[src/rtl/afs_pkg.sv]
`default_nettype none

package afs_pkg;

    // Margin applied around the stick limits when checking the arm/disarm gesture.
    localparam int unsigned GestureMargin = 150;

    // Configuration register indexes.
    localparam logic [2:0] REG_MODE_DEAD_THRESHOLD = 3'd0;
    localparam logic [2:0] REG_STICK_MIN           = 3'd1;
    localparam logic [2:0] REG_STICK_MAX           = 3'd2;
    localparam logic [2:0] REG_HOLD_TIME_MS        = 3'd3;
    localparam logic [2:0] REG_LOST_LIMIT_MS       = 3'd4;
    localparam logic [2:0] REG_MODE_DEBOUNCE_TICKS = 3'd5;
    localparam logic [2:0] REG_LOW_BATTERY_MV      = 3'd6;

    // Configuration reset values.
    localparam logic [11:0] MODE_DEAD_THRESHOLD_RST = 12'd1500;
    localparam logic [11:0] STICK_MIN_RST           = 12'd1000;
    localparam logic [11:0] STICK_MAX_RST           = 12'd2000;
    localparam logic [15:0] HOLD_TIME_MS_RST        = 16'd2000;
    localparam logic [15:0] LOST_LIMIT_MS_RST       = 16'd10;
    localparam logic [7:0]  MODE_DEBOUNCE_TICKS_RST = 8'd10;
    localparam logic [15:0] LOW_BATTERY_MV_RST      = 16'd11100;

    // One input tick.
    typedef struct packed {
        logic [9:0]  elapsed_ms;
        logic [11:0] mode_channel;
        logic [11:0] throttle_channel;
        logic [11:0] yaw_channel;
        logic        failsafe_switch_down;
        logic        link_connected;
        logic [15:0] battery_mv;
    } in_item_t;

    // One result.
    typedef struct packed {
        logic armed;
        logic signal_lost;
        logic low_battery;
        logic altitude_mode;
        logic blink_slow;
        logic led_force_off;
    } out_item_t;

    // Configuration register set.
    typedef struct packed {
        logic [11:0] mode_dead_threshold;
        logic [11:0] stick_min;
        logic [11:0] stick_max;
        logic [15:0] hold_time_ms;
        logic [15:0] lost_limit_ms;
        logic [7:0]  mode_debounce_ticks;
        logic [15:0] low_battery_mv;
    } cfg_t;

    // Supervisor state carried from tick to tick.
    typedef struct packed {
        logic [15:0] lost_time;
        logic        lost_flag;
        logic [7:0]  mode_count;
        logic        mode_is_alt;
        logic        locked_flag;
        logic [15:0] lock_time;
        logic [15:0] unlock_time;
    } sup_state_t;

    // Sixteen-bit saturating add of a millisecond count.
    function automatic logic [15:0] sat_add16(input logic [15:0] a, input logic [9:0] b);
        logic [16:0] sum;
        begin
            sum = {1'b0, a} + {7'b0, b};
            sat_add16 = sum[16] ? 16'hFFFF : sum[15:0];
        end
    endfunction

endpackage

`default_nettype wire

[src/rtl/afs_tick_logic.sv]
`default_nettype none

// Next-state and result logic for one tick.
module afs_tick_logic (
    input  wire afs_pkg::cfg_t       cfg,
    input  wire afs_pkg::sup_state_t cur,
    input  wire afs_pkg::in_item_t   item,
    output afs_pkg::sup_state_t      nxt,
    output afs_pkg::out_item_t       result
);

    logic        link_bad;
    logic [15:0] lost_sum;
    logic        lost_next;
    logic        want_alt;
    logic [12:0] thr_limit;
    logic [12:0] yaw_limit;
    logic        yaw_ok;
    logic        gesture;
    logic [15:0] unlock_sum;
    logic [15:0] lock_sum;
    logic        low;

    // Signal-lost detection with a saturating bad-link timer.
    always_comb
    begin
        nxt      = cur;
        link_bad = item.failsafe_switch_down || !item.link_connected;
        lost_sum = afs_pkg::sat_add16(cur.lost_time, item.elapsed_ms);
        if (link_bad)
        begin
            if (lost_sum > cfg.lost_limit_ms)
            begin
                nxt.lost_flag = 1'b1;
                nxt.lost_time = cfg.lost_limit_ms;
            end
            else
            begin
                nxt.lost_time = lost_sum;
            end
        end
        else
        begin
            nxt.lost_flag = 1'b0;
            nxt.lost_time = 16'd0;
        end
        lost_next = nxt.lost_flag;

        // Flight-mode debounce; the count clears only on a switch.
        want_alt = !(item.mode_channel < cfg.mode_dead_threshold);
        if (want_alt != cur.mode_is_alt)
        begin
            if (cur.mode_count > cfg.mode_debounce_ticks)
            begin
                nxt.mode_is_alt = want_alt;
                nxt.mode_count  = 8'd0;
            end
            else if (cur.mode_count != 8'hFF)
            begin
                nxt.mode_count = cur.mode_count + 8'd1;
            end
        end

        // Stick gesture: throttle low and yaw high. A yaw limit below zero always passes.
        thr_limit = {1'b0, cfg.stick_min} + 13'(afs_pkg::GestureMargin);
        yaw_limit = {1'b0, cfg.stick_max} - 13'(afs_pkg::GestureMargin);
        yaw_ok    = ({1'b0, cfg.stick_max} < 13'(afs_pkg::GestureMargin)) ||
                    ({1'b0, item.yaw_channel} > yaw_limit);
        gesture   = ({1'b0, item.throttle_channel} < thr_limit) && yaw_ok;

        // Arm/disarm machine; signal loss forces the locked state.
        unlock_sum = afs_pkg::sat_add16(cur.unlock_time, item.elapsed_ms);
        lock_sum   = afs_pkg::sat_add16(cur.lock_time, item.elapsed_ms);
        if (cur.locked_flag)
        begin
            nxt.lock_time = 16'd0;
            if (gesture && !lost_next)
            begin
                nxt.unlock_time = unlock_sum;
                if (unlock_sum > cfg.hold_time_ms)
                begin
                    nxt.locked_flag = 1'b0;
                end
            end
            else
            begin
                nxt.unlock_time = 16'd0;
            end
        end
        else if (lost_next)
        begin
            nxt.locked_flag = 1'b1;
        end
        else
        begin
            nxt.unlock_time = 16'd0;
            nxt.lock_time   = gesture ? lock_sum : 16'd0;
            if (gesture && (lock_sum > cfg.hold_time_ms))
            begin
                nxt.locked_flag = 1'b1;
            end
        end

        // Battery check and result.
        low                  = item.battery_mv < cfg.low_battery_mv;
        result.armed         = !nxt.locked_flag;
        result.signal_lost   = nxt.lost_flag;
        result.low_battery   = low;
        result.altitude_mode = nxt.mode_is_alt;
        result.blink_slow    = nxt.locked_flag;
        result.led_force_off = low;
    end

endmodule

`default_nettype wire

[src/rtl/arming_failsafe_supervisor_core.sv]
`default_nettype none

// Arming and failsafe supervisor. Each input transfer is one control tick and
// yields exactly one result transfer. A tick is taken in every cycle in which
// in_valid is high and in_stall is low: the state update and result are
// computed in one pass from the incoming tick and the stored state, and the
// result is captured in an output register on the input transfer. in_stall
// rises only while that output register holds a result that the downstream
// side is stalling, so with no output stall the block sustains one tick per
// cycle. Configuration writes are always ready and take effect from the next
// tick; writes to indexes past the last register are dropped.
module arming_failsafe_supervisor_core (
    input  wire                  clk,
    input  wire                  rst_n,
    input  wire                  in_valid,
    output logic                 in_stall,
    input  wire afs_pkg::in_item_t in_data,
    output logic                 out_valid,
    input  wire                  out_stall,
    output afs_pkg::out_item_t   out_data,
    input  wire                  cfg_valid,
    output logic                 cfg_ready,
    input  wire [2:0]            cfg_index,
    input  wire [15:0]           cfg_data
);

    afs_pkg::cfg_t       cfg_reg;
    afs_pkg::sup_state_t state_reg;
    afs_pkg::sup_state_t state_next;
    afs_pkg::out_item_t  result_next;
    afs_pkg::out_item_t  out_data_reg;
    logic                out_valid_reg;
    logic                in_xfer;

    assign cfg_ready = 1'b1;
    assign in_stall  = out_valid_reg && out_stall;
    assign in_xfer   = in_valid && !in_stall;
    assign out_valid = out_valid_reg;
    assign out_data  = out_data_reg;

    // Configuration register writes.
    always_ff @(posedge clk or negedge rst_n)
    begin
        if (!rst_n)
        begin
            cfg_reg.mode_dead_threshold <= afs_pkg::MODE_DEAD_THRESHOLD_RST;
            cfg_reg.stick_min           <= afs_pkg::STICK_MIN_RST;
            cfg_reg.stick_max           <= afs_pkg::STICK_MAX_RST;
            cfg_reg.hold_time_ms        <= afs_pkg::HOLD_TIME_MS_RST;
            cfg_reg.lost_limit_ms       <= afs_pkg::LOST_LIMIT_MS_RST;
            cfg_reg.mode_debounce_ticks <= afs_pkg::MODE_DEBOUNCE_TICKS_RST;
            cfg_reg.low_battery_mv      <= afs_pkg::LOW_BATTERY_MV_RST;
        end
        else if (cfg_valid && cfg_ready)
        begin
            unique case (cfg_index)
                afs_pkg::REG_MODE_DEAD_THRESHOLD: cfg_reg.mode_dead_threshold <= cfg_data[11:0];
                afs_pkg::REG_STICK_MIN:           cfg_reg.stick_min           <= cfg_data[11:0];
                afs_pkg::REG_STICK_MAX:           cfg_reg.stick_max           <= cfg_data[11:0];
                afs_pkg::REG_HOLD_TIME_MS:        cfg_reg.hold_time_ms        <= cfg_data;
                afs_pkg::REG_LOST_LIMIT_MS:       cfg_reg.lost_limit_ms       <= cfg_data;
                afs_pkg::REG_MODE_DEBOUNCE_TICKS: cfg_reg.mode_debounce_ticks <= cfg_data[7:0];
                afs_pkg::REG_LOW_BATTERY_MV:      cfg_reg.low_battery_mv      <= cfg_data;
                default:
                begin
                end
            endcase
        end
    end

    // Per-tick update logic.
    afs_tick_logic u_tick (
        .cfg    (cfg_reg),
        .cur    (state_reg),
        .item   (in_data),
        .nxt    (state_next),
        .result (result_next)
    );

    // Supervisor state advances on every input transfer.
    always_ff @(posedge clk or negedge rst_n)
    begin
        if (!rst_n)
        begin
            state_reg.lost_time   <= 16'd0;
            state_reg.lost_flag   <= 1'b0;
            state_reg.mode_count  <= 8'd0;
            state_reg.mode_is_alt <= 1'b0;
            state_reg.locked_flag <= 1'b1;
            state_reg.lock_time   <= 16'd0;
            state_reg.unlock_time <= 16'd0;
        end
        else if (in_xfer)
        begin
            state_reg <= state_next;
        end
    end

    // Output register: valid tracks pending results.
    always_ff @(posedge clk or negedge rst_n)
    begin
        if (!rst_n)
        begin
            out_valid_reg <= 1'b0;
        end
        else if (in_xfer)
        begin
            out_valid_reg <= 1'b1;
        end
        else if (!out_stall)
        begin
            out_valid_reg <= 1'b0;
        end
    end

    // Result payload loads with each input transfer.
    always_ff @(posedge clk)
    begin
        if (in_xfer)
        begin
            out_data_reg <= result_next;
        end
    end

endmodule

`default_nettype wire
[config.mk]
export PLATFORM = sky130hd
export DESIGN_NAME = arming_failsafe_supervisor_core
export DESIGN_NICKNAME = d
export VERILOG_FILES = /design/src/rtl/afs_pkg.sv /design/src/rtl/afs_tick_logic.sv /design/src/rtl/arming_failsafe_supervisor_core.sv
export SDC_FILE = /design/constraint.sdc
export NUM_CORES = 1
export LEC_CHECK = 0
export BUFFER_PORTS_ARGS = -buffer_cell sky130_fd_sc_hd__buf_2
export CAP_MARGIN = 15
export CORE_ASPECT_RATIO = 0.75
export CORE_UTILIZATION = 57
export CTS_BUF_LIST = sky130_fd_sc_hd__clkbuf_4
export DETAILED_ROUTE_END_ITERATION = 10
export PLACE_DENSITY = 0.9
export SYNTH_ARGS = -nofsm -noshare
export SYNTH_HDL_FRONTEND = slang
export SYNTH_SLANG_ARGS = --single-unit
[constraint.sdc]
create_clock -name clk -period 4 [get_ports clk]
set_input_delay 0.6 -clock clk [delete_from_list [all_inputs] [get_ports clk]]
set_output_delay 0.6 -clock clk [all_outputs]
set_load 0.05 [all_outputs]
# [After elaboration in Yosys (flattened, before gate mapping)]
# Cells that the tools add are included.
[totals] register_bits=157 wordCells=88 input_bits=88 out_inout_bits=9
[op_classes] reduce_logical=23 mux=20 n_eq_ne=10 order_cmp=9 addsub=6
[op_table] cell="16-bit two-way mux" count=6
[op_table] cell="16-bit by 10-bit adder with 17-bit output" count=3
[op_table] cell="16-bit > comparator" count=3
[op_table] cell="33-bit two-way mux" count=1
[op_table] cell="32-bit two-way mux" count=1
[op_table] cell="17-bit two-way mux" count=1
[op_table] cell="16-bit < comparator" count=1
[op_table] cell="8-bit two-way mux" count=2
[op_table] cell="2-bit AND reduction" count=8
[op_table] cell="12-bit by 8-bit adder with 13-bit output (second input constant)" count=1
[op_table] cell="12-bit by 13-bit > comparator with 1-bit output" count=1
[op_table] cell="12-bit by 13-bit < comparator with 1-bit output" count=1
[op_table] cell="12-bit by 8-bit subtractor with 13-bit output (second input constant)" count=1
[op_table] cell="12-bit < comparator" count=1
[op_table] cell="12-bit by 8-bit < comparator with 1-bit output (second input constant)" count=1
[op_table] cell="3-bit == test (second input constant)" count=3
[op_table] cell="1-bit two-way mux" count=9
[op_table] cell="8-bit by 1-bit adder with 8-bit output (second input constant)" count=1
[op_table] cell="8-bit > comparator" count=1
[op_table] cell="8-bit != test (second input constant)" count=1
[op_table] cell="3-bit by 2-bit == test with 1-bit output (second input constant)" count=2
[op_table] cell="1-bit logical AND" count=5
[op_table] cell="1-bit logical NOT" count=5
[op_table] cell="3-bit by 1-bit == test with 1-bit output (second input constant)" count=1
[op_table] cell="other kinds (7)" count=8

# [Logic depth before layout (Yosys ltp)]
[depth] ltp_word=10 depth_mapped=21 ltp_nobuf=19

# [Cells and area by module]
# From an unflattened synthesis, not the netlist that was laid out.
[unflattened] cells_unflattened=1174 hier_area_um2=11922.7
[by_module_without_submodules] module="afs_tick_logic" n_inst=1 area_each_um2=5989.5 cells_each=839 seq_area_each_um2=0.0
[by_module_without_submodules] module="arming_failsafe_supervisor_core" n_inst=1 area_each_um2=5933.2 cells_each=335 seq_area_each_um2=4031.4

# [Worst setup path after synthesis]
# OpenSTA, ideal clock, no wires.
[synth_timing] path_type="input-to-reg" startpoint="input port in_data[54] (netlist bit)" endpoint="register state_reg[15] (netlist bit)" stages=19 arrival_ns=4.564 t_required_ns=3.874 setup_ns=0.126 path_slack_ns=-0.690 path_buffers=3 path_cell_list="ha_1 > fa_1 > a211oi_1 > nor2_1 > o41a_1 > o41a_1 > buf_2 > nand3_2 > buf_4 > nand2_1 > ha_1 > a2111oi_0 > o21ai_1 > a21oi_1 > a31oi_2 > o21ai_4 > o21ai_2 > buf_2 > a221o_1"
[synth_between] elab_chain_len=9 word_cells_on_any_way=13 cone_classes="add/sub: 2; order compare: 1; eq/ne: 1; mux: 6; reduce/logical: 3"
[synth_lines] element="start, declared" line_no="arming_failsafe_supervisor_core.sv:17" rtl="input wire afs_pkg::in_item_t in_data,"
[synth_lines] element="16-bit by 10-bit adder with 17-bit output" line_no="afs_pkg.sv:73" rtl="sum = {1'b0, a} + {7'b0, b};"
[synth_lines] element="16-bit two-way mux" line_no="afs_pkg.sv:74" rtl="sat_add16 = sum[16] ? 16'hFFFF : sum[15:0];"
[synth_lines] element="16-bit > comparator" line_no="afs_tick_logic.sv:32" rtl="if (lost_sum > cfg.lost_limit_ms)"
[synth_lines] element="1-bit two-way mux" line_no="afs_tick_logic.sv:32"
[synth_lines] element="17-bit two-way mux" line_no="afs_tick_logic.sv:30" rtl="if (link_bad)"
[synth_lines] element="1-bit logical NOT" line_no="afs_tick_logic.sv:77" rtl="if (gesture && !lost_next)"
[synth_lines] element="1-bit logical AND" line_no="afs_tick_logic.sv:77"
[synth_lines] element="16-bit two-way mux" line_no="afs_tick_logic.sv:77"
[synth_lines] element="33-bit two-way mux" line_no="afs_tick_logic.sv:74" rtl="if (cur.locked_flag)"
[synth_lines] element="end signal, assigned" line_no="arming_failsafe_supervisor_core.sv:95" rtl="state_reg <= state_next;"
[synth_lines] element="end, declared" line_no="arming_failsafe_supervisor_core.sv:28" rtl="afs_pkg::sup_state_t state_reg;"
# Several ways; a longest one is shown, not always the timed one.
# A chain may end at the register's enable or synchronous reset.

# [Worst setup path in the final report]
[layout_timing] startpoint="register state_reg[43] (netlist bit)" endpoint="register state_reg[18] (netlist bit)"
[layout_between] elab_chain_len=7
[layout_lines] element="16-bit by 10-bit adder with 17-bit output" line_no="afs_pkg.sv:73"
[layout_lines] element="16-bit two-way mux" line_no="afs_pkg.sv:74"
[layout_lines] element="16-bit > comparator" line_no="afs_tick_logic.sv:32"
[layout_lines] element="1-bit two-way mux" line_no="afs_tick_logic.sv:32"
[layout_lines] element="17-bit two-way mux" line_no="afs_tick_logic.sv:30"
[layout_lines] element="2-bit != test (no line)"
[layout_lines] element="2-bit AND reduction (no line)"
# No other way between the ends.

==> flow_metrics.py <==
metrics = {
    "cells_and_area": {
        "final_cells": 1620,
        "area_delta_synth_final_pct": 28.1,
        "utilization_pct": 75.4,
        "diodes": 0,
        "largest_reg_flops": 92,
        "final_common_cell": "buf_4",
        "nFillCells": 1177,
        "layout-drive-gt1-share_pct": 37.4,
        "layout_common_cells": "buf_4 (133), ha_1 (120), dfrtp_1 (113)",
        "nets": 1589,
    },
    "sta": {
        "setup_viol": 53,
        "relSlewSlack_pct": 29.7,
        "min_period_over_period_pct": 112,
        "setup-tns-final_ns": -22.34,
        "max_freq_mhz": 223,
        "fin_skew_ns": 0.0185,
        "slew_viol_final": 0,
        "holdWs_ns": 0.0371,
        "rsz0062_at_grt": "true",
        "worst_slew_pin_slew_ns": 1.05,
        "period_needed_ns": 4.49,
        "setup_ws_ns": -0.493,
        "finalHoldViolCount": 0,
    },
    "power": {
        "p_int_mw": 4.84,
        "power_switching_share_pct": 42.6,
        "pwr-share-comb_pct": 58.6,
        "total_power_mw": 8.43,
        "power.density_nw_per_um2": 599,
        "switching_power_mw": 3.59,
        "p_seq_share_pct": 28.5,
        "peakVddDrop_mv": 0.301,
        "power.leakage_nw": 6.67,
        "power_frac_clock_pct": 12.9,
    },
    "worst_setup_path": {
        "startpoint": "state_reg[43]$_DFFE_PN0P_",
        "crit_fanout": 7,
        "worstPathCellList": "ha_4, fa_2, a211oi_2, nor2_1, o41a_1, o41a_1, nand3_4, buf_4, buf_16, nand2_2, ha_4, o211ai_1, a2111o_1, a31oi_4, o21ai_4, o21ai_4, buf_12, buf_12, a22o_1",
        "r2r_end": "state_reg[18]$_DFFE_PN0P_",
        "worst_r2r_path_depth": 19,
        "reg2reg_slack_ns": -0.49,
        "crit_type": "reg -> reg",
        "cp.depth": 19,
        "worstSetupEndpoint": "state_reg[18]$_DFFE_PN0P_",
        "r2r-start": "state_reg[43]$_DFFE_PN0P_",
        "critical-path-top-delay-family": "compound AO/OA/AOI/OAI gates",
        "startpoint_type": "flip-flop",
        "critPathBufInv": 4,
        "arrival_ns": 5.05,
        "max_stage_delay_ns": 0.47,
        "critPathRequiredTime_ns": 4.55,
        "cp_slowest_cell": "o41a_1",
        "cp-end-kind": "flip-flop",
    },
    "global_route": {
        "grt.met2_usage_pct": 56.1,
        "grt_use_met1_pct": 46.1,
        "grt_overflow_total": 0,
        "antenna_found_initial": 0,
        "grt_pass1_vias": 10100,
        "grt.total_usage_pct": 34.7,
        "grt_first_pass_wirelength_um": 52800,
        "grt_max_degree": 87,
        "grt.met3_usage_pct": 8.08,
        "grt_busiest_layer": "met2",
    },
    "synthesis": {
        "synth_area_per_cell_um2": 9.82,
        "ys_warn_count": 0,
        "synth_seq_cells": 157,
        "synth_fp_nets": 1348,
        "synth_cell_type_count": 78,
        "async_reset_ff_share_pct": 96.8,
        "yosysSeqAreaShare_pct": 36.4,
        "syn_area_um2": 11000,
        "yosys_most_used_dff": "dfrtp_1",
        "postSynthCellCount": 1119,
        "synth_edf_count": 5,
    },
    "drt": {
        "wl_per_cell_um": 21.1,
        "routed_wl_um": 34200,
        "remaining_drc_errors": 0,
        "drtPass1Iterations": 6,
        "vias_per_cell": 6.30,
        "ant_nets": 0,
        "vias": 10200,
        "drtIter0Drc": 1126,
    },
    "die": {
        "coreArea_um2": 18700,
        "die_height_um": 122,
        "dieArea_um2": 19900,
        "row_count": 43,
        "start_util_pct": 58.9,
        "die_width_um": 162,
        "io_pins": 97,
    },
    "cts": {
        "ctsRootBufferMaster": "clkbuf_4",
        "clk_pin_slew_worst_paths_ns": 0.14,
        "insertion_delay_ns": 0.61,
        "cts_tree": "yes",
        "cts.sinks": 157,
        "clockBufferDepth": 2,
        "cts_max_level": 4,
        "hold_buffers": 0,
        "cts_buffers": 17,
    },
    "place": {
        "gp_congestion": 0.922,
        "io_buffers": 95,
        "dp.cells": 1542,
        "hpwl_um": 23200,
    },
    "status": {
        "status": "finished with violations",
        "violations": "negative setup slack",
    },
    "min_path": {
        "min_path_type": "in -> async",
    },
    "job": {
        "maxCapViolCount": 0,
    },
}
## cells in the mapped netlist (4+ instances only)
cell	n	share of area, %
nor3_1	18	0.82
nand2b_1	16	0.91
a211oi_1	10	0.68
xor2_1	23	1.8
and3_1	8	0.46
a22o_1	18	1.4
or2_2	5	0.28
clkbuf_1	18	0.61
buf_2	6	0.27
nand4_1	22	1.3
mux2i_1	6	0.55
a22o_2	10	0.91
inv_1	85	2.9
o21a_1	22	1.5
ha_1	138	16
a21oi_1	51	2.3
nor3b_1	4	0.27
mux2_2	70	7.2
dfstp_2	38	9.1
dfrtp_1	114	26
buf_4	6	0.41
o21bai_1	6	0.41
edfxtp_1	5	1.4
o211ai_1	11	0.75
xnor2_1	18	1.4
a31oi_1	17	0.97
nand3_1	35	1.6
a2111oi_0	5	0.40
o31ai_1	4	0.27
nor2_1	45	1.5
nor2b_1	9	0.51
o21ai_1	5	0.23
a21o_1	24	1.6
o21ai_0	79	3.6
nand2_1	98	3.3
## metrics by stage
step,area (µm²),setup slack [ns]
after floorplan,11200,-0.386
after global placement,12700,-0.751
after detailed placement,12700,-0.850
after CTS,13700,-0.404
after global routing,14100,-0.610
final,14100,-0.493
## worst min path at each step
stage / from / endpoint / slack (ns) / depth (start not counted)
2_1_floorplan: rst_n / cfg_reg[0]$_DFFE_PN0P_ / 0.30 / 0
3_3_place_gp: state_reg[52]$_DFFE_PN0P_ / state_reg[52]$_DFFE_PN0P_ / 0.47 / 2
3_5_place_dp: state_reg[48]$_DFFE_PN0P_ / state_reg[48]$_DFFE_PN0P_ / 0.48 / 2
4_1_cts: rst_n / state_reg[58]$_DFFE_PN0P_ / 0.06 / 1
5_1_grt: rst_n / state_reg[56]$_DFFE_PN0P_ / 0.08 / 1
6_report: rst_n / state_reg[58]$_DFFE_PN0P_ / 0.04 / 1
## power groups by stage
stage	logic, mW	registers (mW)	clock network [mW]
after floorplan	2.54	2.32	0
after global placement	3.62	2.36	0
after detailed placement	3.81	2.39	0
after CTS	4.36	2.37	1.08
after global routing	5.32	2.44	1.15
final	4.94	2.40	1.09
## what timing repair did
item                                    4_1_cts  5_1_grt
endpoints found under the setup margin       53       53
pin swaps                                    50       33
gates cloned                                  5        1
gates resized for setup                      87       42
setup buffers                                23       19
## layer usage
metal	share of wire [%]	routed length, µm
met5	0	0
met4	3.1	1060
met3	8.8	3010
met2	46	15800
met1	42	14300
## cell families (layout without fill, tap and decap cells)
family	count (synthesis)	count (layout)	share of synthesized area (%)
mux	77	77	7.92
other cells	1	1	0.0341
compound gates	299	301	18.8
fa+ha+maj	141	141	16.3
buf+inv	119	371	4.47
simple gates	284	284	12.9
xor+xnor	41	41	3.27
flops	157	157	36.4
## area by class of cell
class	instances	area, µm²	area share, %
repair buffers	253	1910	13.6
clock inverters	15	188	1.33
flip-flops and latches	157	4000	28.4
multi-input cells	845	7220	51.3
inverters	86	325	2.31
well taps	247	309	2.19
clock buffers	17	128	0.906
(Power assumes the default switching activity.)
